==> src/rtl/teb_ram.sv <==
// Generic simple dual-port RAM: one write port, one read port, registered read data.
// No dependencies.
module teb_ram #(
  parameter int WIDTH = 8,
  parameter int DEPTH = 256
) (
  input  logic                     clk,
  input  logic                     wr_en,
  input  logic [$clog2(DEPTH)-1:0] wr_addr,
  input  logic [WIDTH-1:0]         wr_data,
  input  logic                     rd_en,
  input  logic [$clog2(DEPTH)-1:0] rd_addr,
  output logic [WIDTH-1:0]         rd_data
);

  logic [WIDTH-1:0] mem_r [DEPTH];
  logic [WIDTH-1:0] rd_data_r;

  always_ff @(posedge clk) begin
    if (wr_en) begin
      mem_r[wr_addr] <= wr_data;
    end
    // read data holds until the next read
    if (rd_en) begin
      rd_data_r <= mem_r[rd_addr];
    end
  end

  assign rd_data = rd_data_r;

endmodule

==> config.mk <==
export PLATFORM = sky130hd
export DESIGN_NAME = teb_ram
export DESIGN_NICKNAME = d
export VERILOG_FILES = /design/src/rtl/teb_ram.sv
export SDC_FILE = /design/constraint.sdc
export NUM_CORES = 2
export LEC_CHECK = 0
export BUFFER_PORTS_ARGS = -buffer_cell sky130_fd_sc_hd__buf_2
export CORE_AREA = 5 5 522 524
export DETAILED_ROUTE_END_ITERATION = 7
export DIE_AREA = 0 0 527 529
export GPL_TIMING_DRIVEN = 0
export PLACE_DENSITY_LB_ADDON = 0.25
export SYNTH_ARGS = -nofsm -noshare
export SYNTH_HDL_FRONTEND = slang
export SYNTH_SLANG_ARGS = --single-unit
==> constraint.sdc <==
create_clock -name clk -period 5.4 [get_ports clk]
set_input_delay 1.35 -clock clk [delete_from_list [all_inputs] [get_ports clk]]
set_output_delay 1.35 -clock clk [all_outputs]
set_load 0.005 [all_outputs]
; ---- After elaboration in Yosys (flattened, before gate mapping)
; Memory sizes are Yosys's and may differ from the RTL's. A register that Yosys moved wholly into a read port is not among the register bits.
; Cells that the tools add are included.
[word_totals]
input_bits = 27
elab_cells = 3
ff_bits = 0
mem_count = 1
latch_bits = 0
out_inout_bits = 8
romBits = 0
mem_bits_rw = 2048
[op_classes]
muxes = 2
shifts = 0
div_mod_pow = 0
n_bitwise = 0
n_lt_le_gt_ge = 0
reduce_logical = 0
n_eq_ne = 0
mul = 0
add_sub_neg = 0
[mem_list]
columns = name, words, word_bits, rd, rd_ports_with_merged_regs, write_ports, line
row1 = mem_r, 256, 8, 1, 1, 1, 16  ; logic [WIDTH-1:0] mem_r [DEPTH];
[op_table]
columns = operator, count
row1 = two-way mux 1 bit, 2

; ---- Logic depth before layout (Yosys ltp)
[logic_depth]
ltp_word = 2
mapped_depth = 11
ltp_nobuf = 6

; ---- Worst setup path before layout
; Ideal clock, no wire load.
[synth_timing]
path_type = input port to flip-flop
from = in rd_addr[0]
to = reg rd_data_r[2], in the netlist rd_data[2] (read register of mem_r) (data pin)
n_path_buf = 4
cell_stages = 9
required_time_ps = 5131
setup_time_ps = 269
slack_ps = 1974
arrival_ps = 3157
cell_sequence = buf_6 > buf_12 > buf_8 > buf_2 > mux4_2 > a22oi_1 > a21oi_1 > nor4_1 > nor4_2
[synth_lines]
columns = element, line
row1 = from (decl), 12  ; input logic [$clog2(DEPTH)-1:0] rd_addr,
row2 = to (decl), 17  ; logic [WIDTH-1:0] rd_data_r;

==> flow_summary_export.csv <==
group,metric,value,unit
critical_path,critical_path.max_stage_delay,1.08,ns
sta,final_period_minus_worst_setup_slack,5.73,ns
sta,rsz_0062_raised_after_global_routing,"false",
sta,timing.clock.skew,0.0345,ns
placement,portBuffers,27,
sta,hold_violations,0,
synth,synth.area.top_cells,"sky130_fd_sc_hd__edfxtp_1, sky130_fd_sc_hd__mux4_2, sky130_fd_sc_hd__mux2i_1, sky130_fd_sc_hd__nor2_1, sky130_fd_sc_hd__a22oi_1",
worst_hold_path,worstHoldStart,"rd_en",
floorplan,die_area,279000,um2
detailed_routing,routed-via-count,41200,
clock_network,clock_tree_from_tritoncts,"done",
synth,syn_std_cell_area,79600,um2
critical_path,reg2reg_setup_slack,1.56,ns
placement,detailed_place_hpwl,176,mm
detailed_routing,routed-wl-met3,22.7,mm
floorplan,floorplan.die.height,529,um
synth,synth.ff_latch_count,2056,
synth,yosys.area.top_type_share,77.5,%
clock_network,cts-htree-levels,4,
synth,synthesis.nets,3760,
placement,post-place-cells,7330,
detailed_routing,route.top_layer_used,"met5",
clock_network,buffer_depth_of_the_longest_clock_path,3,
sta,finalSetupViolations,4,
finish,syn2layout_area_growth,14.9,%
outcome,outcome,"finished, violations left",
finish,finish.cell_count_without_fillers,7734,
power,power_leakage,27.6,nW
worst_hold_path,worstHoldPathCells,1,
power,max-vdd-ir-drop,0.353,mV
worst_hold_path,worstHoldEndpoint,"rd_data[5]$_DFFE_PP_",
finish,fin_nets,4025,
finish,layout.cells.most_common,"sky130_fd_sc_hd__edfxtp_1",
floorplan,ios,35,
synth,syn_area_per_cell,21.3,um2
critical_path,critPathLaunchType,"input port",
detailed_routing,wl,265,mm
detailed_routing,route.layer.met1.wl,108,mm
worst_hold_path,hold_path.class,"input port to flop",
sta,setup_ws,-0.331,ns
critical_path,most_used_cell_along_the_critical_path,"sky130_fd_sc_hd__buf_2",
synth,yosysTopAreaCell,"sky130_fd_sc_hd__edfxtp_1",
placement,finalWeightedCongestion,0.904,
global_route,grt.total_usage,18.6,%
global_route,overflow,0,
synth,yosys_warnings,0,
global_route,vias_in_the_first_global_route,40900,
critical_path,worstPathArrival,6.24,ns
floorplan,design.core.area,267000,um2
critical_path,endpoint_kind,"flop",
floorplan,start_util,29.8,%
detailed_routing,vias_per_cell,5.32,
synth,synth_enable_flop_cells,2056,
critical_path,cp_cell_sequence,"buf_2 > buf_2 > buf_2 > nor2_1 > clkbuf_1 > a22oi_1 > a31oi_1 > nor4_2 > nor4_2",
synth,postSynthCellCount,3733,
global_route,grt_start_max_net_pins,160,
power,power.density,369,nW/um2
clock_network,clkSinkCount,2056,
detailed_routing,post_drt_wl_per_cell,34.3,um
clock_network,cts.reportedPaths.clkPinSlew,0.06,ns
detailed_routing,route.met2.wl,124,mm
critical_path,critical_path.reg2reg.startpoint,"mem_r[83][3]$_DFFE_PP_",
synth,post_synth_num_cell_types,54,
detailed_routing,drtPass1Iterations,6,
sta,tightestPinTransition,1.53,ns
global_route,global_route_wire_length_before_repair,356,mm
run,cap_violations,0,
critical_path,cp_data_required_time,5.91,ns
clock_network,cts_setup_buffers,0,
finish,leading_cell_types_in_the_layout_fill_and_taps_excluded,"sky130_fd_sc_hd__edfxtp_1, sky130_fd_sc_hd__mux4_2, sky130_fd_sc_hd__nor2_1, sky130_fd_sc_hd__clkbuf_16, sky130_fd_sc_hd__mux2i_1",
global_route,grt_antenna_before_repair,27,
synth,ys.flop_type,"sky130_fd_sc_hd__edfxtp_1",
clock_network,cts.root.buffer_cell,"sky130_fd_sc_hd__clkbuf_16",
clock_network,clock_latency,0.87,ns
clock_network,cts_inserted_buffers,218,
finish,post_route_cells_drive_above_1_share,22.7,%
floorplan,die_x,527,um
sta,timing_max_transition_violations_final,1,
synth,seq_area_frac_synth,77.5,%
sta,timing.final.crit_share,106,%
critical_path,critical_path.max_fanout,10,
critical_path,critPathSlowestCell,"sky130_fd_sc_hd__clkbuf_1",
critical_path,critical_path.reg2reg.endpoint,"rd_data[3]$_DFFE_PP_",
finish,final_util,34.3,%
sta,timing.slew.headroom,-2.32,%
detailed_routing,drc_errors,0,
detailed_routing,antenna_violating_nets_post_route,0,
critical_path,timing.setup.critical_path_class,"input port to flop",
synth,async_flop_share,0,%
sta,achievable-frequency,174,MHz
floorplan,placementRows,190,
outcome,violations,"slew limit, setup timing",
critical_path,r2r.worst_path.cells,6,
detailed_routing,drt_iter0_markers,5779,
-- flip-flops by register name, summed over array words and instances, names as in the netlist --
register and count:
rd_data 8, mem_r 2048
-- how the worst max path moves through the flow --
stage	endpoint	slack (ns)	cells after the start	start
after detailed placement	rd_data[1]$_DFFE_PP_	-1.48	9	rd_addr[2]
after floorplan	rd_data[2]$_DFFE_PP_	1.97	9	rd_addr[0]
after CTS	rd_data[0]$_DFFE_PP_	0.006	8	rd_addr[4]
final	rd_data[5]$_DFFE_PP_	-0.33	9	rd_addr[2]
after global routing	rd_data[6]$_DFFE_PP_	0.13	9	rd_addr[2]
after global placement	rd_data[4]$_DFFE_PP_	-1.92	9	rd_addr[2]
-- Yosys cell counts, types with 3 or more instances --
| cell | n |
|---|---|
| sky130_fd_sc_hd__a22o_1 | 8 |
| sky130_fd_sc_hd__nand4_1 | 10 |
| sky130_fd_sc_hd__mux2i_1 | 134 |
| sky130_fd_sc_hd__nor3_1 | 22 |
| sky130_fd_sc_hd__a22oi_1 | 133 |
| sky130_fd_sc_hd__nor4_1 | 24 |
| sky130_fd_sc_hd__nand2_1 | 33 |
| sky130_fd_sc_hd__buf_6 | 21 |
| sky130_fd_sc_hd__o211ai_1 | 10 |
| sky130_fd_sc_hd__edfxtp_1 | 2056 |
| sky130_fd_sc_hd__nor2b_1 | 31 |
| sky130_fd_sc_hd__o221ai_1 | 46 |
| sky130_fd_sc_hd__a211oi_1 | 16 |
| sky130_fd_sc_hd__buf_12 | 8 |
| sky130_fd_sc_hd__buf_2 | 31 |
| sky130_fd_sc_hd__nor2_1 | 282 |
| sky130_fd_sc_hd__nor4_2 | 3 |
| sky130_fd_sc_hd__nand3_1 | 34 |
| sky130_fd_sc_hd__a221oi_1 | 13 |
| sky130_fd_sc_hd__buf_4 | 27 |
| sky130_fd_sc_hd__a21oi_1 | 96 |
| sky130_fd_sc_hd__and2_1 | 6 |
| sky130_fd_sc_hd__o22ai_1 | 28 |
| sky130_fd_sc_hd__o32ai_1 | 4 |
| sky130_fd_sc_hd__mux4_2 | 454 |
| sky130_fd_sc_hd__nand2b_1 | 8 |
| sky130_fd_sc_hd__buf_8 | 13 |
| sky130_fd_sc_hd__or2_2 | 4 |
| sky130_fd_sc_hd__buf_1 | 22 |
| sky130_fd_sc_hd__o21ai_0 | 10 |
| sky130_fd_sc_hd__clkbuf_1 | 111 |
| sky130_fd_sc_hd__o22a_1 | 5 |
-- report_power, final --
| group | switching [mW] | internal [mW] | total (mW) |
|---|---|---|---|
| Sequential | 0.00885 | 17.6 | 17.6 |
| Combinational | 1.39 | 0.574 | 1.96 |
| Clock | 6.33 | 7.87 | 14.2 |
-- logic make-up after synthesis --
family	Yosys count	synth area share [%]
compound gates	385	3.42
flops	2056	77.5
buf+inv	235	1.83
simple gates	466	2.63
mux	591	14.6
-- final cells by class --
type,instances,area (um2)
clock inverter,130,1000
antenna,9,22.5
buffer,232,1480
timing repair buffer,46,616
sequential,2056,61700
fill,25000,176000
clock buffer,265,5630
multi-input combinational,1442,16500
inverter,2,7.51
tap,3552,4440
-- timing repair --
item / CTS / global route
hold buffers: 0 / 0
gates resized for setup: 10 / 0
endpoints found under the setup margin: 7 / 0
-- per-stage QoR --
| stage | worst slack (ns) | hold WS, ns | instance area (um2) | setup TNS, ns | total power, mW |
|---|---|---|---|---|---|
| after floorplan | 1.97 | 0.864 | 79600 | 0 | 18.8 |
| after global placement | -1.92 | 1.65 | 84200 | -873.46 | 19.9 |
| after detailed placement | -1.48 | 1.63 | 84800 | -9.49 | 19.9 |
| after CTS | 0.00611 | 0.798 | 91400 | 0 | 34.0 |
| after global routing | 0.131 | 0.816 | 91400 | 0 | 34.7 |
| final | -0.331 | 0.850 | 91500 | -0.528 | 33.8 |
-- layer usage --
layer / GRT usage, % / vias up
li1: - / 16300
met1: 25.1 / 22400
met2: 29.5 / 2008
met3: 4.27 / 436
met4: 6.57 / 16
met5: 0 / -
-- worst max-delay path, delay by kind of cell --
family | cells | cell delay, ns
buf+inv | 4 | 2.10
compound gates | 2 | 0.76
simple gates | 3 | 1.95
Power figures use the tool's default switching activity.
